<file path="src/napt_pkg.sv">
// ----------------------------------------------------------------------------
// napt_pkg
// Shared types and constants for the nearest active proximity trigger.
// ----------------------------------------------------------------------------
package napt_pkg;

   localparam int COORD_W = 16;
   localparam int ABS_W   = 16;
   localparam int SQ_W    = 2 * ABS_W;
   localparam int DIST_W  = SQ_W + 2;
   localparam int RAD_W   = 16;
   localparam int R2_W    = 2 * RAD_W;
   localparam int NBR_W   = 4;
   localparam int CSR_IDX_W = 2;

   localparam logic [CSR_IDX_W-1:0] CSR_RADIUS     = 2'd0;
   localparam logic [CSR_IDX_W-1:0] CSR_NEIGHBOURS = 2'd1;

   localparam logic OP_APPEND = 1'b0;
   localparam logic OP_QUERY  = 1'b1;

   localparam logic [RAD_W-1:0] RADIUS_RESET     = 16'd1500;
   localparam logic [NBR_W-1:0] NEIGHBOURS_RESET = 4'd3;

   typedef struct packed {
      logic                      active;
      logic signed [COORD_W-1:0] z;
      logic signed [COORD_W-1:0] y;
      logic signed [COORD_W-1:0] x;
   } napt_point_type;

   localparam int POINT_W = $bits(napt_point_type);

   typedef struct packed {
      logic              valid;
      logic              active;
      logic [DIST_W-1:0] sq_dist;
   } napt_entry_type;

   typedef struct packed {
      logic signed [COORD_W-1:0] z;
      logic signed [COORD_W-1:0] y;
      logic signed [COORD_W-1:0] x;
   } napt_pos_type;

endpackage

</file>
<file path="src/napt_dist.sv">
// ----------------------------------------------------------------------------
// napt_dist
// Three-stage pipeline that forms the squared 3D distance of a stored point.
// ----------------------------------------------------------------------------
module napt_dist (
   input  logic                    clock,
   input  logic                    reset,
   input  logic                    in_valid,
   input  napt_pkg::napt_point_type point,
   input  napt_pkg::napt_pos_type   query,
   output logic                    busy,
   output napt_pkg::napt_entry_type cand
);
   import napt_pkg::*;

   logic              s1_valid_ff, s2_valid_ff, s3_valid_ff;
   logic              s1_act_ff, s2_act_ff, s3_act_ff;
   logic [ABS_W-1:0]  s1_ax_ff, s1_ay_ff, s1_az_ff;
   logic [ABS_W-1:0]  s1_ax_in, s1_ay_in, s1_az_in;
   logic [SQ_W-1:0]   s2_qx_ff, s2_qy_ff, s2_qz_ff;
   logic [DIST_W-1:0] s3_dist_ff;

   function automatic logic [ABS_W-1:0] abs_diff(logic signed [COORD_W-1:0] a,
                                                logic signed [COORD_W-1:0] b);
      logic signed [COORD_W:0] d;
      logic signed [COORD_W:0] m;
      d = {a[COORD_W-1], a} - {b[COORD_W-1], b};
      m = d[COORD_W] ? -d : d;
      return m[ABS_W-1:0];
   endfunction

   always_comb begin
      s1_ax_in = abs_diff(point.x, query.x);
      s1_ay_in = abs_diff(point.y, query.y);
      s1_az_in = abs_diff(point.z, query.z);
   end

   always_ff @(posedge clock) begin
      if (reset) begin
         s1_valid_ff <= 1'b0;
         s2_valid_ff <= 1'b0;
         s3_valid_ff <= 1'b0;
      end else begin
         s1_valid_ff <= in_valid;
         s2_valid_ff <= s1_valid_ff;
         s3_valid_ff <= s2_valid_ff;
      end
      s1_ax_ff   <= s1_ax_in;
      s1_ay_ff   <= s1_ay_in;
      s1_az_ff   <= s1_az_in;
      s1_act_ff  <= point.active;
      s2_qx_ff   <= s1_ax_ff * s1_ax_ff;
      s2_qy_ff   <= s1_ay_ff * s1_ay_ff;
      s2_qz_ff   <= s1_az_ff * s1_az_ff;
      s2_act_ff  <= s1_act_ff;
      s3_dist_ff <= DIST_W'(s2_qx_ff) + DIST_W'(s2_qy_ff) + DIST_W'(s2_qz_ff);
      s3_act_ff  <= s2_act_ff;
   end

   assign busy         = s1_valid_ff | s2_valid_ff;
   assign cand.valid   = s3_valid_ff;
   assign cand.active  = s3_act_ff;
   assign cand.sq_dist = s3_dist_ff;

endmodule

</file>
<file path="config.mk">
export PLATFORM = sky130hd
export DESIGN_NAME = napt_dist
export DESIGN_NICKNAME = d
export VERILOG_FILES = /design/src/napt_pkg.sv /design/src/napt_dist.sv
export SDC_FILE = /design/constraint.sdc
export NUM_CORES = 2
export LEC_CHECK = 0
export ABC_CLOCK_PERIOD_IN_PS = 12100
export BUFFER_PORTS_ARGS = -buffer_cell sky130_fd_sc_hd__buf_2
export CORE_UTILIZATION = 40
export DETAILED_ROUTE_END_ITERATION = 10
export PLACE_DENSITY = 0.59
export SETUP_SLACK_MARGIN = 0.15
export SLEW_MARGIN = 20
export SYNTH_ARGS = -nofsm -noshare
export SYNTH_HDL_FRONTEND = slang
export SYNTH_SLANG_ARGS = --single-unit
</file>
<file path="constraint.sdc">
create_clock -name clock -period 12.1 [get_ports clock]
set_input_delay 1.21 -clock clock [delete_from_list [all_inputs] [get_ports clock]]
set_output_delay 1.21 -clock clock [all_outputs]
set_load 0.01 [all_outputs]
</file>
==> impl_results.md <==
- Status: complete, no violations
- Sum Neg Setup Slack: 0 ps
- Post-DRT Antenna Nets: 0
- Synth area leaders: fa_1, ha_1, dfxtp_1
- Cell family with most CP delay: adder cells
- Total Routed Length: roughly 66000 um
- Setup Skew: approximately 13 ps
- Core Util, Final: 0.434
- Hold crit path type: flop to flop
- Post-synth cell types: 84
- Critical Path AT: 7090 ps
- Worst skew pair latency: 490 ps
- RSZ-0062 raised after global routing: no
- Bufs on Longest Clock Path: 2
- Placeable Area: around 76000 um^2
- Max FO, Critical Path: 17
- Flops & latches, synth: between 150 and 200
- Via count: 22000
- Max incr delay on CP: 550 ps
- Post-Synthesis Cell Area: approximately 31000 um^2
- Avg Inst Size Synth: around 9 um^2
- YS warnings: 0
- GRT Total Usage: 0.181
- Crit-path cells: and2_1 -> fa_1 -> inv_1 -> fa_1 -> inv_1 -> fa_1 -> inv_1 -> fa_1 -> inv_1 -> fa_1 -> inv_1 -> fa_1 -> inv_1 -> ha_1 -> a21oi_1 -> o21ai_0 -> o21bai_1 -> a41o_1 -> a41oi_1 -> nor2_1 -> a21oi_1 -> nand2b_1 -> a221oi_1
- Ys flop type: dfxtp_1
- Final hold vios: 0
- Final count of pins violating max slew: 0
- Fraction of layout cells with a size suffix above 1: 0.0611
- Post-CTS sizing: 0
- Post-route DRC violation count: 0
- HPWL after DPL: about 56000 um
- Row cnt: approximately 100
- Largest net degree at the start of global routing: 21
- Yosys top cell area share: 0.341
- Nets: about 4500
- Tcrit/Tclk final: 0.557
- CP max stage cell: dfxtp_1
- Post-CTS Setup Bufs: 0
- CTS sink count: 181
- Syn Inst Count: 3384
- Port buffer count: 136
- Die Y: roughly 280 um
- Clk root buf: clkbuf_16
- Gp weighted congestion: around 0.86
- Initial antenna violation count: 0
- DRT Pass-1 Iters: 5
- Worst-margin pin slew: 1050 ps
- Dominant cell type by area after synthesis: fa_1
- Setup violators final: 0
- Vias in the first global route: between 20000 and 25000
- Fmax: roughly 150 MHz
- Sequential fraction of the synthesis area: 0.118
- First-pass GRT wire length: roughly 110000 um
- Clock-pin slew on the worst setup and hold paths: approximately 80 ps
- Layout area overhead: 7.40%
- Worst Setup End Kind: flop
- CP Launch Type: flop
- Detailed Route Iter0 Violations: around 1000
- CP required: ~12000 ps
- Diodes inserted: 0
- Fin crit period: roughly 6700 ps
- GRT overflow: 0
- Num CTS Buffers: 17
- Die area: roughly 78000 um^2
- Number of synthesized flops with an enable pin: 0
- CTS H-tree depth: 4
- Worst slew margin: 0.279
- Routed WL per cell: about 15 um
- Initial core utilization: 0.404
- Die Width: 279 um
- CP bufs+invs: 6
- Via-per-instance ratio: just under 5
- Top Ports: 137
- Async SR Flop Fraction: 0
- Hold-fix buffers at CTS: 0
- WS Path Type: flop to flop
- Max cap viols: 0
- CTS tree: done
[registers in the layout, indices dropped and copies added (netlist names)]
signal	cells
s3_act_ff	1
s2_qy_ff	31
s1_ax_ff	16
s2_qx_ff	31
s2_qz_ff	31
s1_act_ff	1
s1_ay_ff	16
s1_valid_ff	1
s2_valid_ff	1
s2_act_ff	1
s3_dist_ff	34
s3_valid_ff	1
s1_az_ff	16
[cell usage after synthesis, types with 3 or more instances]
library cell / instances
inv_1: 824
fa_1: 521
ha_1: 383
nand2_1: 292
dfxtp_1: 181
xnor2_1: 139
nor2_1: 136
and2_1: 133
a21oi_1: 132
o21ai_0: 85
a21o_1: 68
clkbuf_1: 64
xor2_1: 64
nor3_1: 32
nand3_1: 31
nor2b_1: 26
nand2b_1: 21
o21a_1: 20
o21bai_1: 20
a31oi_1: 17
and3_1: 16
a211oi_1: 15
or2_2: 14
o211ai_1: 10
a31o_2: 9
o31ai_1: 9
a211o_1: 8
nand4_1: 8
a21boi_0: 6
nor4_1: 6
o2111ai_1: 6
or3_1: 5
mux2_2: 4
a2111oi_0: 3
a41oi_1: 3
and4b_1: 3
mux2i_1: 3
nand3b_1: 3
o22ai_1: 3
o311ai_0: 3
o31a_1: 3
o41ai_1: 3
[final cells by class]
class,count,area (um^2)
well taps,978,1220
multi-input cells,2312,23600
flip-flops and latches,181,3620
inverters,824,3090
clock buffers,18,429
clock inverters,14,176
fillers,7526,43000
repair buffers,139,703
[placed cells by master, fill, tap and decap left out, types with 4 or more instances in the layout]
cell type | netlist | layout
o211ai_1 | 10 | 10
a31o_2 | 9 | 9
nor4_1 | 6 | 6
or2_2 | 14 | 14
nand3_1 | 31 | 31
a21oi_1 | 132 | 132
o2111ai_1 | 6 | 6
nor3_1 | 32 | 32
nand4_1 | 8 | 8
fa_1 | 521 | 521
inv_6 | 0 | 6
inv_8 | 0 | 4
a211oi_1 | 15 | 15
o31ai_1 | 9 | 9
mux2_2 | 4 | 4
o21ai_0 | 85 | 85
a21o_1 | 68 | 68
o21bai_1 | 20 | 20
or3_1 | 5 | 5
nand2b_1 | 21 | 21
and3_1 | 16 | 16
xor2_1 | 64 | 64
nand2_1 | 292 | 292
o21a_1 | 20 | 20
nor2b_1 | 26 | 26
a211o_1 | 8 | 8
nor2_1 | 136 | 136
and2_1 | 133 | 133
clkbuf_16 | 0 | 17
inv_1 | 824 | 824
a21boi_0 | 6 | 6
ha_1 | 383 | 383
buf_2 | 1 | 136
a31oi_1 | 17 | 17
dfxtp_1 | 181 | 181
xnor2_1 | 139 | 139
[metal layers]
layer  GRT usage  wire [um]
met1       0.241      30100
met2       0.309      32000
met3      0.0165       2460
met4      0.0587       1610
met5           0          0
[stage by stage]
stage	setup slack, ps	hold WS, ps	area (um^2)	instances
5_1_grt	4830	340	32900	4466
2_1_floorplan	5970	310	30600	3386
3_5_place_dp	5410	316	32300	4434
4_1_cts	5380	336	32900	4466
6_report	5360	332	32900	4466
3_3_place_gp	5470	311	32300	4434
[kinds of logic (layout without fill, tap and decap cells)]
family,Yosys count,after routing,share of synthesized area
compound gates,454,454,0.0973
other cells,1,3,0.000123
flops,181,181,0.118
xor+xnor,203,203,0.0581
buf+inv,893,995,0.110
simple gates,741,741,0.116
fa+ha+maj,904,904,0.497
mux,7,7,0.00245
[path summary, 6_finish.rpt]
| kind | start | end | slack (ps) | cells past startpoint |
|---|---|---|---|---|
| worst max register to register | s1_ax_ff[2] | s2_qx_ff[28] | 5360 | 23 |
| worst max-delay path | s1_ax_ff[2] | s2_qx_ff[28] | 5360 | 23 |
| worst min-delay path | s1_act_ff | s2_act_ff | 330 | 0 |
| worst min register to register | s1_act_ff | s2_act_ff | 330 | 0 |
Power is left out: the tool's default activity adds up to more than one toggle a clock period on the data nets, which glitch-free logic cannot reach.
