## config.mk

```make
export PLATFORM = sky130hd
export DESIGN_NAME = napt_ram
export DESIGN_NICKNAME = d
export VERILOG_FILES = /design/src/napt_ram.sv
export SDC_FILE = /design/constraint.sdc
export NUM_CORES = 1
export LEC_CHECK = 0
export BUFFER_PORTS_ARGS = -buffer_cell sky130_fd_sc_hd__buf_4
export CORE_ASPECT_RATIO = 1.1
export CORE_UTILIZATION = 30
export CTS_CLUSTER_SIZE = 10
export DETAILED_ROUTE_END_ITERATION = 10
export GPL_TIMING_DRIVEN = 1
export PLACE_DENSITY = 0.4
export SYNTH_ARGS = -nofsm -noshare
export SYNTH_HDL_FRONTEND = slang
export SYNTH_SLANG_ARGS = --single-unit
```

## constraint.sdc

```tcl
create_clock -name clock -period 5.7 [get_ports clock]
set_input_delay 1.14 -clock clock [delete_from_list [all_inputs] [get_ports clock]]
set_output_delay 1.14 -clock clock [all_outputs]
set_load 0.02 [all_outputs]
```

## src/napt_ram.sv

```systemverilog
// ----------------------------------------------------------------------------
// napt_ram
// Generic single-write, single-read RAM with a registered read port.
// ----------------------------------------------------------------------------
module napt_ram #(
   parameter int WIDTH  = 8,
   parameter int DEPTH  = 64,
   parameter int ADDR_W = (DEPTH > 1) ? $clog2(DEPTH) : 1
) (
   input  logic              clock,
   input  logic              wr_en,
   input  logic [ADDR_W-1:0] wr_addr,
   input  logic [WIDTH-1:0]  wr_data,
   input  logic              rd_en,
   input  logic [ADDR_W-1:0] rd_addr,
   output logic [WIDTH-1:0]  rd_data
);

   logic [WIDTH-1:0] mem_ff [DEPTH];
   logic [WIDTH-1:0] rd_data_ff;

   always_ff @(posedge clock) begin
      if (wr_en) begin
         mem_ff[wr_addr] <= wr_data;
      end
      if (rd_en) begin
         rd_data_ff <= mem_ff[rd_addr];
      end
   end

   assign rd_data = rd_data_ff;

endmodule

```

==> out/results.ini, run 1 <==
[synthesis]
synth_seq_cells = 520
synth_commonest_cells = edfxtp_1 (520), mux4_2 (126), nor2_1 (83)
synthTopCellsByArea = edfxtp_1 (77%), mux4_2 (14%), nor2_1 (1.5%), mux2i_1 (1.1%), mux2_2 (0.72%)
synth_area_um2 = 20200
yosysSeqAreaShare_pct = 77.1
yosys_warnings = 0
yosysTopAreaCell = edfxtp_1
syn_area_per_cell_um2 = 21.5
syn-num-nets = 963
ys_async_sr_fraction_pct = 0
synth_cells = 940
synth_edf_count = 520
synth_top_area_share_pct = 77.1
synth_most_common_cell = edfxtp_1
synthFlopType = edfxtp_1
synth.distinct_cells = 39

[floorplan]
dieArea_um2 = 68500
floorplan.initialDensity_pct = 30.4
dieWidth_um = 250
std_cell_rows = 99
core_um2 = 66500
io_pins = 31
die_h_um = 274

[clock_network]
holdBufCountCts = 0
cts_tree = done
cts_root_buffer = clkbuf_16
cts_resized = 0
cts_buffers = 59
postCtsSetupBuffers = 0
cts_max_level = 2
numClockSinks = 520
clock_latency_ns = 0.61
clockBufferDepth = 3
clkTransAtPathRegs_ns = 0.06

[routing]
wl_per_cell_um = 27.8
finalWirelength_mm = 51.7
drtIter0Drc = 645
drc = 0
postRouteAntennaNets = 0
dr.pass1.iters = 4
via_per_inst = 5.00
route.vias.total = 9327

[placement]
place_area_um2 = 21400
dp_hpwl_mm = 30.4
gp_congestion = 0.722
numPortBuffers = 30

[cells_and_area]
finish.instance_area_um2 = 23000
n_antenna_cell = 0
finish.utilization_pct = 34.5
final_nets = 1017
fill_cells = 6175
drive_gt1_share_pct = 24.7
area_growth_pct = 13.4

[worst_setup_path]
cp_data_required_time_ns = 6.04
cpPeakStageDelay_ns = 0.65
cp_max_fo = 52
r2r_slack_ns = 3.53
crit_arrival_ns = 3.65
path_delay_family = buffers and inverters
path_cells = buf_4, buf_12, mux4_2, mux4_2, nor2_1, nor3_1, o2bb2ai_1
criticalPathCategory = in2reg
r2r_start = mem_ff[16][6]$_DFFE_PP_
end_kind = flip-flop
crit_top_cell = mux4_2
startpoint_type = primary input
cpMaxStageDelayCell = buf_4
reg2regPathDepth = 5
timing.rr.end = rd_data[6]$_DFFE_PP_
crit_buf_inv = 2

[global_route]
overflow = 0
grt_max_degree = 65
antenna_found_initial = 0
grt_pass1_wl_mm = 75.3
grt_pass1_vias = 10100
groute.usage.overall_pct = 15.4

[hold_path]
holdPathEnd = rd_data[0]$_DFFE_PP_
hold_class = in2reg
hold_start = rd_en
holdPathStages = 1

[power_and_ir_drop]
fin_total_pwr_mw = 7.96
leakage_nw = 6.96
vdd_drop_max_mv = 0.232
power.density_nw_per_um2 = 347

[sta]
fmax_ghz = 0.302
tightest_slew_ns = 1.06
clock_skew_ns = 0.0244
final_hold_viol_count = 0
period_needed_ns = 3.31
setup_viol = 0
drv_slew = 0
rsz0062_at_grt = no
fin_setup_tns_ns = 0
hold_slack_ns = 0.873
period_share_pct = 58.0
relSlewSlack_pct = 29.3

[status]
status = finished, final reports clean

[run]
cap_violations = 0

[layer usage]
layer | part of all wire [%] | track usage [%]
met4 | 3.0 | 5.12
met1 | 46 | 21.1
met3 | 3.7 | 2.54
met5 | 0 | 0
met2 | 48 | 25.1
[sequential cells by signal, summed over array words and instances (netlist names)]
signal	cells
mem_ff	512
rd_data	8
[report_power, final]
part / internal, mW / switching [mW] / total [mW]
Sequential: 4.24 / 0.0123 / 4.26
Clock: 1.88 / 1.41 / 3.30
Combinational: 0.149 / 0.260 / 0.409
Total: 6.27 / 1.69 / 7.96
[worst reg2reg max path: cells and delay by family, from the launching register on]
kind             cells  cell delay [ns]
AND/OR/NAND/NOR      1             0.37
multiplexers         2             0.76
AO/OA/AOI/OAI        2             0.42
flip-flops           1             0.36
[layout make-up]
type | instances | area (µm²) | share of cell area, %
tap | 858 | 1070 | 4.68
sequential | 520 | 15600 | 68.0
clock buffer | 69 | 1560 | 6.78
timing repair buffer | 44 | 375 | 1.64
clock inverter | 4 | 20.0 | 0.0872
multi-input combinational | 369 | 4320 | 18.8
[kinds of logic (layout without fill, tap and decap cells)]
family | Yosys count | after routing | synth area share (%)
buffers and inverters | 51 | 117 | 1.56
multiplexers | 162 | 162 | 15.9
flip-flops | 520 | 520 | 77.1
AND/OR/NAND/NOR | 153 | 153 | 3.37
AO/OA/AOI/OAI | 54 | 54 | 2.06
[how the worst max path moves through the flow]
stage / startpoint / end / slack (ns) / depth (start not counted)
after floorplan: rd_addr[1] / rd_data[3]$_DFFE_PP_ / 2.75 / 7
after global placement: rd_addr[1] / rd_data[2]$_DFFE_PP_ / 1.68 / 7
after detailed placement: rd_addr[1] / rd_data[2]$_DFFE_PP_ / 1.69 / 7
after CTS: rd_addr[1] / rd_data[2]$_DFFE_PP_ / 2.35 / 7
after global routing: rd_addr[1] / rd_data[2]$_DFFE_PP_ / 2.29 / 7
final: rd_addr[1] / rd_data[2]$_DFFE_PP_ / 2.39 / 7
[layout by cell type, fill, tap and decap left out, drive strengths merged]
| master | instances |
|---|---|
| a2111oi | 2 |
| a211oi | 4 |
| a21oi | 3 |
| a221oi | 6 |
| a22oi | 3 |
| a31oi | 1 |
| and2 | 1 |
| buf | 44 |
| clkbuf | 69 |
| clkinv | 3 |
| clkinvlp | 1 |
| edfxtp | 520 |
| mux2 | 13 |
| mux2i | 23 |
| mux4 | 126 |
| nand2 | 19 |
| nand2b | 7 |
| nand3 | 13 |
| nand3b | 3 |
| nand4 | 2 |
| nand4b | 1 |
| nor2 | 83 |
| nor2b | 14 |
| nor3 | 7 |
| nor4 | 2 |
| o2111ai | 3 |
| o21a | 2 |
| o21ai | 4 |
| o221a | 2 |
| o221ai | 8 |
| o22ai | 8 |
| o2bb2ai | 3 |
| o311ai | 1 |
| o32ai | 2 |
| o41ai | 2 |
| or3 | 1 |
[per-stage QoR]
step,setup slack (ns),cells
floorplan,2.75,940
global placement,1.68,1791
detailed placement,1.69,1791
CTS,2.35,1864
global route,2.29,1864
finish,2.39,1864
No activity file was read; power rests on OpenSTA's default activity.
==> inputs of run 2 (changes only) <==
PLACE_DENSITY = 0.42   (was 0.4)
clock period = 2.9 ns   (was 5.7 ns; I/O delays follow)
==> out/results.ini, run 2 (synthesis results as in run 1) <==
[status]
status = finished, final reports clean

[power_and_ir_drop]
power_frac_seq_pct = 53.9  ; +0.4 points
vdd_drop_max_mv = 0.412  ; +78%
leakage_nw = 7.48  ; +7.5%
p_sw_share_pct = 21.0  ; -0.19 points
p_comb_share_pct = 5.5  ; +0.4 points
intPower_mw = 12.3  ; +95%
pwr-share-clk_pct = 40.6  ; -0.8 points
switchingPower_mw = 3.26  ; +93%
power.density_nw_per_um2 = 654  ; +89%
fin_total_pwr_mw = 15.5  ; +95%

[routing]
drtIter0Drc = 776  ; +20%
route.vias.total = 9706  ; +4.1%
via_per_inst = 4.95  ; -0.98%
postRouteAntennaNets = 0  ; unchanged
wl_per_cell_um = 26.3  ; -5.3%
finalWirelength_mm = 51.5  ; -0.49%
drc = 0  ; unchanged
dr.pass1.iters = 5  ; +1

[sta]
rsz0062_at_grt = no
period_share_pct = 84.8
period_needed_ns = 2.46
setup_viol = 0  ; unchanged
tightest_slew_ns = 0.772  ; -0.284 ns
relSlewSlack_pct = 48.5  ; +19 points
clock_skew_ns = 0.0221  ; -0.00232 ns
drv_slew = 0  ; unchanged
fin_setup_tns_ns = 0  ; unchanged
fmax_ghz = 0.407
fin_ws_ns = 0.440  ; -1.95 ns
final_hold_viol_count = 0  ; unchanged

[placement]
numPlacedInstances = 1891  ; +5.6%
place_area_um2 = 22200  ; +3.8%
place_ws_ns = -0.183  ; -1.88 ns
dp_hpwl_mm = 31.9  ; +4.8%
numPortBuffers = 30  ; unchanged
gp_congestion = 0.748  ; +3.5%

[worst_setup_path]
cp_data_required_time_ns = 3.22  ; -2.82 ns
cp-startpoint = rd_addr[0]
r2r_slack_ns = 0.55  ; -2.98 ns
cpPeakStageDelay_ns = 0.55  ; -0.10 ns
startpoint_type = primary input
end_kind = flip-flop
path_cells = clkbuf_8, mux4_2, mux2_2, o221a_2, nor3_1, buf_4, o32ai_1
crit_arrival_ns = 2.78  ; -0.87 ns
r2r_start = mem_ff[21][6]$_DFFE_PP_
criticalPathCategory = in2reg
crit_buf_inv = 2  ; unchanged
cp_max_fo = 25  ; -52%
cpMaxStageDelayCell = mux4_2
path_delay_family = multiplexers

[clock_network]
clockBufferDepth = 3  ; unchanged
cts_root_buffer = clkbuf_16
numClockSinks = 520  ; unchanged
holdBufCountCts = 0  ; unchanged
cts_tree = done
cts_max_level = 2  ; unchanged
cts_resized = 0  ; unchanged
clkTransAtPathRegs_ns = 0.05  ; about the same
cts_buffers = 58  ; -1.7%
clock_latency_ns = 0.60  ; about the same
postCtsSetupBuffers = 0  ; unchanged

[run]
cap_violations = 0  ; unchanged

[floorplan]
dieArea_um2 = 68500  ; unchanged
die_h_um = 274  ; unchanged
io_pins = 31  ; unchanged
std_cell_rows = 99  ; unchanged
core_um2 = 66500  ; unchanged
floorplan.initialDensity_pct = 30.4  ; unchanged
dieWidth_um = 250  ; unchanged

[cells_and_area]
final_cell_mix = edfxtp_1 (520), buf_4 (135), mux4_2 (126)
finish.instance_area_um2 = 23700  ; +3.3%
ff_latch_area_um2 = 15600  ; unchanged
area_growth_pct = 17.1
fill_cells = 6100  ; -1.2%
final_nets = 1116  ; +9.7%
largest_reg_flops = 512  ; unchanged
drive_gt1_share_pct = 31.3  ; +6.7 points
largest-register = mem_ff
finalNonFillerCells = 1959  ; +5.1%
final_common_cell = edfxtp_1
n_antenna_cell = 0  ; unchanged
multiInputGateArea_um2 = 4320  ; unchanged

[global_route]
grt_max_degree = 65  ; unchanged
grt_pass1_wl_mm = 75.2  ; about the same
groute.usage.overall_pct = 15.3  ; -0.14 points
overflow = 0  ; unchanged
antenna_found_initial = 2  ; +2
grt_pass1_vias = 10300  ; +1.9%

[hold_path]
hold_start = rd_en
hold_class = in2reg

## run 2: changes by cell type in the layout (fill, tap and decap cells not counted)
cell        previous run  this run
buf_12                 3         8
clkbuf_8               0         1
buf_8                  1         0
buf_4                 40       135
clkinvlp_4             1         0
clkbuf_1               8         6
clkinv_2               1         0
inv_6                  0         1
clkbuf_16             61        59
## run 2: worst paths after layout
path                               end  cells after the start
hold reg to reg   rd_data[2]$_DFFE_PP_                      4
hold / removal    rd_data[7]$_DFFE_PP_                      1
setup / recovery  rd_data[6]$_DFFE_PP_                      7
setup reg to reg  rd_data[6]$_DFFE_PP_                      6
## run 2: per-stage QoR
stage          utilization, %  hold WS (ns)
2_1_floorplan               -         0.679
3_3_place_gp             33.4         0.889
3_5_place_dp             33.4         0.889
4_1_cts                  35.6         0.275
5_1_grt                  35.6         0.288
6_report                 35.6         0.315
## run 2: power by group through the flow
stage | sequential [mW] | combinational (mW) | clock (mW)
final | 8.37 | 0.851 | 6.29
after global routing | 8.37 | 0.919 | 6.73
after CTS | 8.37 | 0.880 | 6.49
after detailed placement | 8.52 | 0.878 | 0
after global placement | 8.52 | 0.874 | 0
after floorplan | 8.52 | 0.444 | 0
## run 2: routing by layer
metal	routed length, µm	track usage [%]	part of all wire, %	up-vias
met5	24	0	0.047	-
met1	23300	20.8	45	5219
met2	24800	25.0	48	185
met3	1980	2.62	3.8	83
li1	-	-	-	4215
met4	1360	4.86	2.6	4
## run 2: area by class of cell
class | count | area share (%)
well taps | 858 | 4.53
clock buffers | 65 | 6.32
flip-flops and latches | 520 | 65.9
clock inverters | 3 | 0.0686
multi-input cells | 369 | 18.2
repair buffers | 144 | 5.01
