===== src/napt_pkg.sv =====
// ----------------------------------------------------------------------------
// napt_pkg
// Shared types and constants for the nearest active proximity trigger.
// ----------------------------------------------------------------------------
package napt_pkg;

   localparam int COORD_W = 16;
   localparam int ABS_W   = 16;
   localparam int SQ_W    = 2 * ABS_W;
   localparam int DIST_W  = SQ_W + 2;
   localparam int RAD_W   = 16;
   localparam int R2_W    = 2 * RAD_W;
   localparam int NBR_W   = 4;
   localparam int CSR_IDX_W = 2;

   localparam logic [CSR_IDX_W-1:0] CSR_RADIUS     = 2'd0;
   localparam logic [CSR_IDX_W-1:0] CSR_NEIGHBOURS = 2'd1;

   localparam logic OP_APPEND = 1'b0;
   localparam logic OP_QUERY  = 1'b1;

   localparam logic [RAD_W-1:0] RADIUS_RESET     = 16'd1500;
   localparam logic [NBR_W-1:0] NEIGHBOURS_RESET = 4'd3;

   typedef struct packed {
      logic                      active;
      logic signed [COORD_W-1:0] z;
      logic signed [COORD_W-1:0] y;
      logic signed [COORD_W-1:0] x;
   } napt_point_type;

   localparam int POINT_W = $bits(napt_point_type);

   typedef struct packed {
      logic              valid;
      logic              active;
      logic [DIST_W-1:0] sq_dist;
   } napt_entry_type;

   typedef struct packed {
      logic signed [COORD_W-1:0] z;
      logic signed [COORD_W-1:0] y;
      logic signed [COORD_W-1:0] x;
   } napt_pos_type;

endpackage


===== src/napt_cell.sv =====
// ----------------------------------------------------------------------------
// napt_cell
// One slot of the sorted nearest-neighbor chain with insert and shift logic.
// ----------------------------------------------------------------------------
module napt_cell (
   input  logic                     clock,
   input  logic                     reset,
   input  logic                     clear,
   input  logic                     load,
   input  logic                     enable,
   input  logic [napt_pkg::R2_W-1:0] r2,
   input  napt_pkg::napt_entry_type cand,
   input  napt_pkg::napt_entry_type prev,
   input  logic                     prev_ins,
   output napt_pkg::napt_entry_type cur,
   output logic                     ins,
   output logic                     hit
);
   import napt_pkg::*;

   napt_entry_type cur_ff;

   // Equal distances do not displace an entry, so earlier points rank first.
   assign ins = !cur_ff.valid || (cand.sq_dist < cur_ff.sq_dist);

   always_ff @(posedge clock) begin
      if (reset || clear) begin
         cur_ff.valid <= 1'b0;
      end else if (load && ins) begin
         cur_ff <= prev_ins ? prev : cand;
      end
   end

   assign cur = cur_ff;
   assign hit = enable && cur_ff.valid && cur_ff.active &&
                (cur_ff.sq_dist < DIST_W'(r2));

endmodule


===== config.mk =====
export PLATFORM = sky130hd
export DESIGN_NAME = napt_cell
export DESIGN_NICKNAME = d
export VERILOG_FILES = /design/src/napt_pkg.sv /design/src/napt_cell.sv
export SDC_FILE = /design/constraint.sdc
export NUM_CORES = 1
export LEC_CHECK = 0
export BUFFER_PORTS_ARGS = -buffer_cell sky130_fd_sc_hd__buf_2
export CORE_UTILIZATION = 43
export DETAILED_ROUTE_END_ITERATION = 8
export GPL_ROUTABILITY_DRIVEN = 0
export HOLD_SLACK_MARGIN = 0.03
export PLACE_DENSITY = 0.77
export SLEW_MARGIN = 20
export SYNTH_ARGS = -nofsm -noshare
export SYNTH_HDL_FRONTEND = slang
export SYNTH_SLANG_ARGS = --single-unit

===== constraint.sdc =====
create_clock -name clock -period 3.86 [get_ports clock]
set_clock_uncertainty 0.15 [all_clocks]
set_input_delay 0.579 -clock clock [delete_from_list [all_inputs] [get_ports clock]]
set_output_delay 0.579 -clock clock [all_outputs]
set_load 0.005 [all_outputs]

==> results of run 1 <==
## layout make-up
class,instances,share of cell area (%)
Multi-Input combinational cell,209,45.38
Sequential cell,36,25.76
Clock inverter,1,0.1204
Clock buffer,6,1.745
Inverter,66,5.958
Timing Repair Buffer,149,18.06
Tap cell,99,2.979
## worst max-delay path, delay by kind of cell, from the launching register on
kind	cells	cell delay (ns)
adders and majority gates	1	0.31
DFF	1	0.40
buffers and inverters	2	0.21
AOI/OAI and AO/OA	2	0.48
and+or+nand+nor	3	0.64
## cells by family (layout without fill, tap and decap cells)
group           after synthesis  after routing
buf+inv                      70            222
flops                        36             36
fa+ha+maj                    64             64
compound gates               58             58
simple gates                 51             51
mux                          36             36
## path summary, 6_finish.rpt
kind,from,to,slack (ns)
setup / recovery,cur[22]$_DFFE_PP_,ins,0.81
hold / removal,prev[6],cur[6]$_DFFE_PP_,0.43
setup reg to reg,cur[29]$_DFFE_PP_,cur[17]$_DFFE_PP_,1.07
hold reg to reg,cur[35]$_SDFFE_PN0P_,cur[35]$_SDFFE_PN0P_,0.56
## power by group through the flow
stage	Sequential [mW]	Combinational [mW]	Clock, mW
final	0.475	0.296	0.263
after global routing	0.478	0.340	0.285
after CTS	0.476	0.299	0.268
after detailed placement	0.484	0.297	0
after global placement	0.484	0.284	0
after floorplan	0.483	0.168	0
## stage by stage
stage	setup slack, ns	area [um2]	cells
floorplan	0.7724	3218	315
global placement	0.8814	4080	559
detailed placement	0.8269	4080	559
CTS	0.7751	4158	566
global route	0.5612	4158	566
finish	0.8106	4158	566
## layer usage
layer,global-route usage [%],wire (um),vias up
met2,39.51,4048,106
met1,25.23,3509,1316
met3,4.291,504,15
li1,-,-,1438
met5,0,0,-
met4,7.185,165,0
## cell usage in the layout (no fill, tap or decap)
cell / instances
clkinv_2: 1
nor4_1: 2
nand2b_1: 1
o2111ai_1: 1
buf_2: 147
dfxtp_1: 1
o21ai_1: 2
o221ai_2: 1
mux2_2: 35
a221oi_1: 1
o31a_1: 1
a21oi_1: 20
a221oi_2: 3
nand4_1: 9
nand3_1: 5
o32ai_2: 1
o22ai_4: 1
inv_1: 66
a2111oi_0: 1
and4_2: 1
clkbuf_1: 1
nor2_1: 9
mux2i_1: 1
a211o_1: 1
nor2b_1: 2
nor3_1: 2
a21o_1: 9
a2111oi_2: 1
a211oi_1: 3
nand2_1: 15
and4_1: 2
o21ai_0: 10
edfxtp_1: 35
o21a_1: 2
nor4b_1: 1
ha_1: 64
clkbuf_8: 5
buf_4: 2
or2_2: 1
and3_1: 1
==> summary.md, run 1 <==
| Metric | Value |
|---|---|
| GRT Total Usage | `a little over a fifth` |
| Synth Register Bits | `36` |
| ANT nets after route | `0` |
| WHS Path Cells | `2` |
| Combinational family with the most area after synthesis | `adder cells` |
| Post-synthesis mux area share | `12.58%` |
| Async set-reset flop share out of synthesis | `0%` |
| Layout fillers | `644` |
| CTS tree | `done` |
| Post-synthesis simple-gate area fraction | `approximately 8.1%` |
| Crit path time final | `3.049 ns` |
| Initial antenna violation count | `0` |
| Sw frac | `around 29%` |
| Post-synth top area share | `between 30% and 40%` |
| Nets | `641` |
| Die ar. | `0.007819 mm2` |
| DR DRC count | `0` |
| Total global routing overflow | `0` |
| Slew HR | `42.38%` |
| Hold Fails Final Rpt | `0` |
| Vias in the first global route | `about 2.9k` |
| Postcts setup bufs | `0` |
| Total leakage power | `between 2 and 2.5 nW` |
| Internal | `between 0.7 and 0.8 mW` |
| Cell variety after synth | `36` |
| CTS-repair resized insts | `0` |
| Clock share of power | `25.4%` |
| Avg Cell Area, Syn | `just over 10 um2` |
| Antenna Cells | `0` |
| Mapped Cells | `approximately 320` |
| Layout cell share with drive strength beyond 1 | `42.61%` |
| Yosys warnings | `0` |
| Crit share post-route | `between 70% and 80%` |
| Multi-input logic area | `0.001887 mm2` |
| DP Wirelength | `between 6 and 7 mm` |
| Area delta synth->final | `29.45%` |
| Crit-path cells | `inv_1, ha_1, nand3_1, nor3_1, nand4_1, o32ai_2, o21ai_0, buf_2` |
| Reg2reg path depth | `8` |
| Num rows | `31` |
| Dominant cells by area after synthesis | `edfxtp_1, ha_1, mux2_2` |
| Overall Power | `between 1 and 1.5 mW` |
| Most used DFF post-synth | `edfxtp_1` |
| Worst path required time | `roughly 3.1 ns` |
| Worst-Skew Late Latency | `about 0.29 ns` |
| Initial Util | `about 44%` |
| CP max FO | `3` |
| Synth Area in XOR/XNOR | `0%` |
| Synth cell count leaders | `inv_1, ha_1, edfxtp_1, mux2_2, a21oi_1` |
| Max IR drop VDD | `between 0.15 and 0.2 mV` |
| Min-delay worst type | `input pin to flip-flop` |
| CP peak stage delay | `approximately 0.4 ns` |
| Layout Utilization | `between 50% and 60%` |
| Sequential Power Share | `a little under half` |
| Max-cap violation count | `0` |
| Vias/cell | `roughly 5.1` |
| Number of synthesized flops with an enable pin | `35` |
| Max Buffers Root-to-Sink | `2` |
| Reg area | `0.001071 mm2` |
| CP max stage cell | `edfxtp_1` |
| Status | `complete, no violations` |
| Adder-cell area share of the yosys netlist | `between 20% and 30%` |
| First-pass GRT wire length | `~13 mm` |
| Hold buffer count at CTS | `0` |
| Routed WL | `8.227 mm` |
| Fmax achieved | `roughly 0.33 GHz` |
| Register area share after synthesis | `33.35%` |
| I/O Pins | `148` |
| Syn nets | `between 400 and 500` |
| Cell Area, Synth | `around 0.0032 mm2` |
| Worst Tran Pin Value | `about 0.86 ns` |
| Post-route setup TNS | `0 ns` |
| Unrepaired setup endpoints after global routing | `false` |
| Num CTS Buffers | `5` |
| Crit end category | `output pin` |
| Chip width | `between 80 and 90 um` |
| CTS sink cnt | `36` |
| Clock Tree Root | `clkbuf_8` |
| Power density cells | `about 250 mW/mm2` |
| IO Port Bufs | `about 150` |
| Slew Viols, Final | `0` |
| Die Y | `a little under 90 um` |
| Sw Pwr | `0.3022 mW` |
| Hold Slack | `0.4337 ns` |
| WS Path Type | `flip-flop to output pin` |
| Initial DRC Count | `76` |
| Worst EP arrival | `about 2.3 ns` |
| Synth Area in Compound Gates | `12.66%` |
| CTS H-tree lvls | `2` |
| Routed wire per std cell | `roughly 15 um` |
| Comb power frac | `between 20% and 30%` |
| Worst setup SP type | `flip-flop` |
| Area leader, netlist | `edfxtp_1` |
| Largest net degree at the start of global routing | `37` |
| Max reg flops | `36` |
| Clock-pin slew on the worst setup and hold paths | `0.08 ns` |
| Cell with the most instances after synthesis | `inv_1` |
| Setup violations, final | `0` |
| Core Box Area | `a little over 0.007 mm2` |
| Vias | `between 2k and 3k` |
| DRT Pass-1 Iters | `6` |
Note: power is estimated with default switching activity, not from simulation.
==> run 2: changes to the inputs <==
- CORE_UTILIZATION: 43 -> 48
- PLACE_DENSITY: 0.77 -> 0.82
- clock period: 3.86 -> 3 ns (I/O delays scaled with it)
==> run 2 against run 1 <==
Effect of this change: the run now ends with design-rule violations left; wire length decreased by 7.6%; die area down 10%; hold slack lost 0.12 ns.
==> summary.md, run 2 (synthesis gave the netlist of run 1 again) <==
| Metric | Value |
|---|---|
| Status | `finished with violations (was complete, no violations)` |
| Failing checks | `design-rule violations` |
| CTS H-tree lvls | `2 (unchanged)` |
| WS Path Type | `flip-flop to output pin (unchanged)` |
| I/O Pins | `148 (unchanged)` |
| Worst path required time | `2.40 ns (was 3.13 ns)` |
| Vias | `2892 (was 2875)` |
| Reg2reg path depth | `9 (was 8)` |
| CTS sink cnt | `36 (unchanged)` |
| Routed wire per std cell | `13.90 um (was 14.54 um)` |
| Die Y | `83.80 um (was 88.43 um)` |
| Clock-pin slew on the worst setup and hold paths | `0.07 ns (was 0.08 ns)` |
| Crit share post-route | `a little over nine tenths` |
| Worst setup SP type | `flip-flop (unchanged)` |
| Most frequent cells in the layout | `buf_2, inv_1, ha_1 (unchanged)` |
| WHS Path Cells | `2 (unchanged)` |
| Power density cells | `319.5 mW/mm2 (was 248.9 mW/mm2)` |
| Setup crit start | `cur[12]$_DFFE_PP_ (was cur[22]$_DFFE_PP_)` |
| Slew Viols, Final | `0 (unchanged)` |
| Chip width | `83.80 um (was 88.43 um)` |
| Core Box Area | `0.006422 mm2 (was 0.007253 mm2)` |
| Setup violations, final | `0 (unchanged)` |
| Vias in the first global route | `2901 (was 2945)` |
| Layout cell share with drive strength beyond 1 | `43.19% (was 42.61%)` |
| Min-delay worst type | `input pin to flip-flop (unchanged)` |
| Top cell family by delay on the critical path | `compound AO/OA/AOI/OAI gates (was simple AND/OR/NAND/NOR gates)` |
| CP peak stage delay | `0.43 ns (was 0.40 ns)` |
| Nets | `643 (was 641)` |
| Fmax achieved | `approximately 0.35 GHz` |
| Area delta synth->final | `29.72% (was 29.45%)` |
| Routed WL | `7.603 mm (was 8.227 mm)` |
| Max-cap violation count | `0 (unchanged)` |
| First-pass GRT wire length | `12.30 mm (was 13.00 mm)` |
| ANT nets after route | `0 (unchanged)` |
| Initial Util | `50.01% (was 44.28%)` |
| Leading cell type in the layout, fill and taps excluded | `buf_2 (unchanged)` |
| R2R Path Start | `cur[7]$_DFFE_PP_ (was cur[29]$_DFFE_PP_)` |
| Worst Tran Pin Value | `0.5954 ns (was 0.8644 ns)` |
| Crit-path cells | `ha_1, a21o_1, a21o_1, a221oi_2, o221ai_2, a221oi_2, buf_2 (was inv_1, ha_1, nand3_1, nor3_1, nand4_1, o32ai_2, o21ai_0, buf_2)` |
| Reg2Reg Setup Slack | `0.41 ns (was 1.07 ns)` |
| CP max stage cell | `edfxtp_1 (unchanged)` |
| CTS tree | `done (unchanged)` |
| DRT Pass-1 Iters | `7 (was 6)` |
| GRT Total Usage | `21.90% (was 21.63%)` |
| Clock Tree Root | `clkbuf_8 (unchanged)` |
| WP depth | `7 (was 8)` |
| DR DRC count | `19 (was 0)` |
| CP Capture Point | `hit (was ins)` |
| Hold Fails Final Rpt | `0 (unchanged)` |
| Antenna Cells | `0 (unchanged)` |
| Num rows | `29 (was 31)` |
| Initial DRC Count | `74 (was 76)` |
| Hold buffer count at CTS | `0 (unchanged)` |
| Worst EP arrival | `2.23 ns (was 2.32 ns)` |
| Layout fillers | `528 (was 644)` |
| Num CTS Buffers | `5 (unchanged)` |
| Total global routing overflow | `0 (unchanged)` |
| Max IR drop VDD | `0.2106 mV (was 0.1624 mV)` |
| RR Endpoint | `cur[11]$_DFFE_PP_ (was cur[17]$_DFFE_PP_)` |
| Crit path time final | `~2.8 ns` |
| Slew HR | `60.31% (was 42.38%)` |
| Dpl ws | `0.2574 ns (was 0.8269 ns)` |
| IO Port Bufs | `147 (unchanged)` |
| DP Wirelength | `6.458 mm (was 6.896 mm)` |
| Final setup margin | `0.1667 ns (was 0.8106 ns)` |
| Worst-Skew Late Latency | `0.29 ns (about the same)` |
| Largest net degree at the start of global routing | `25 (was 37)` |
| Max reg flops | `36 (unchanged)` |
| Unrepaired setup endpoints after global routing | `false (unchanged)` |
| Crit end category | `output pin (unchanged)` |
| Post-route setup TNS | `0 ns (unchanged)` |
| CP max FO | `3 (unchanged)` |
| Die ar. | `0.007022 mm2 (was 0.007819 mm2)` |
| Max Buffers Root-to-Sink | `2 (unchanged)` |
| Critical path buffers and inverters | `1 (was 2)` |
| Total leakage power | `2.206 nW (was 2.191 nW)` |
| Initial antenna violation count | `0 (unchanged)` |
| Vias/cell | `5.287 (was 5.080)` |
-- run 2: cell count changes in the layout (fill, tap and decap cells not counted), sizes merged --
cell and delta:
buf +2, clkinv +2, clkbuf -1
-- run 2: worst reg2reg max path: cells and delay by family, from the launching register on --
family | cells | cell delay (ns)
buffers and inverters | 3 | 0.54
adders and majority gates | 1 | 0.23
AOI/OAI and AO/OA | 3 | 0.52
and+or+nand+nor | 2 | 0.41
DFF | 1 | 0.43
-- run 2: stage by stage --
step | hold WS, ns | instances | power [mW] | util (%) | area (um2)
final | 0.3088 | 547 | 1.331 | 64.87 | 4167
after global routing | 0.3075 | 547 | 1.407 | 64.87 | 4167
after CTS | 0.3050 | 546 | 1.338 | 64.50 | 4143
after detailed placement | 0.5538 | 538 | 1.002 | 63.22 | 4060
after global placement | 0.5513 | 538 | 0.9841 | 63.22 | 4060
after floorplan | 0.5111 | 315 | 0.8380 | - | 3218
-- run 2: how the worst min path moves through the flow --
stage                                 endpoint                 start  slack, ns
final                        cur[19]$_DFFE_PP_              prev[19]       0.31
after global routing          cur[0]$_DFFE_PP_               prev[0]       0.31
after CTS                     cur[0]$_DFFE_PP_               prev[0]       0.31
after detailed placement  cur[35]$_SDFFE_PN0P_  cur[35]$_SDFFE_PN0P_       0.55
after global placement    cur[35]$_SDFFE_PN0P_  cur[35]$_SDFFE_PN0P_       0.55
after floorplan           cur[35]$_SDFFE_PN0P_  cur[35]$_SDFFE_PN0P_       0.51
-- run 2: cell type report --
cell class | count | area [um2] | share of cell area (%)
Clock buffer | 5 | 68.82 | 1.652
Clock inverter | 3 | 13.76 | 0.3303
Inverter | 66 | 247.7 | 5.946
Multi-Input combinational cell | 209 | 1903 | 45.68
Sequential cell | 36 | 1071 | 25.71
Tap cell | 77 | 96.34 | 2.312
Timing Repair Buffer | 151 | 765.7 | 18.38
-- run 2: timing repair --
| action | in CTS | in global routing |
|---|---|---|
| resized for setup | 0 | 2 |
| buffers inserted | 0 | 1 |
| endpoints found under the setup margin | 0 | 1 |
-- run 2: where the power goes --
group          switching (mW)  leakage [nW]  internal [mW]
clock                   0.182        0.0453          0.158
sequential             0.0217         0.333          0.590
combinational           0.185          1.83          0.195
total                   0.388          2.21          0.943
-- run 2: layer usage --
metal  wire, um  GRT usage [%]  vias up  part of all wire (%)
li1           -              -     1447                     -
met1       3216          25.47     1319                    42
met2       3817          40.24      114                    50
met3        458          4.253       12                   6.0
met4        110          6.897        0                   1.4
met5          0              0        -                     0
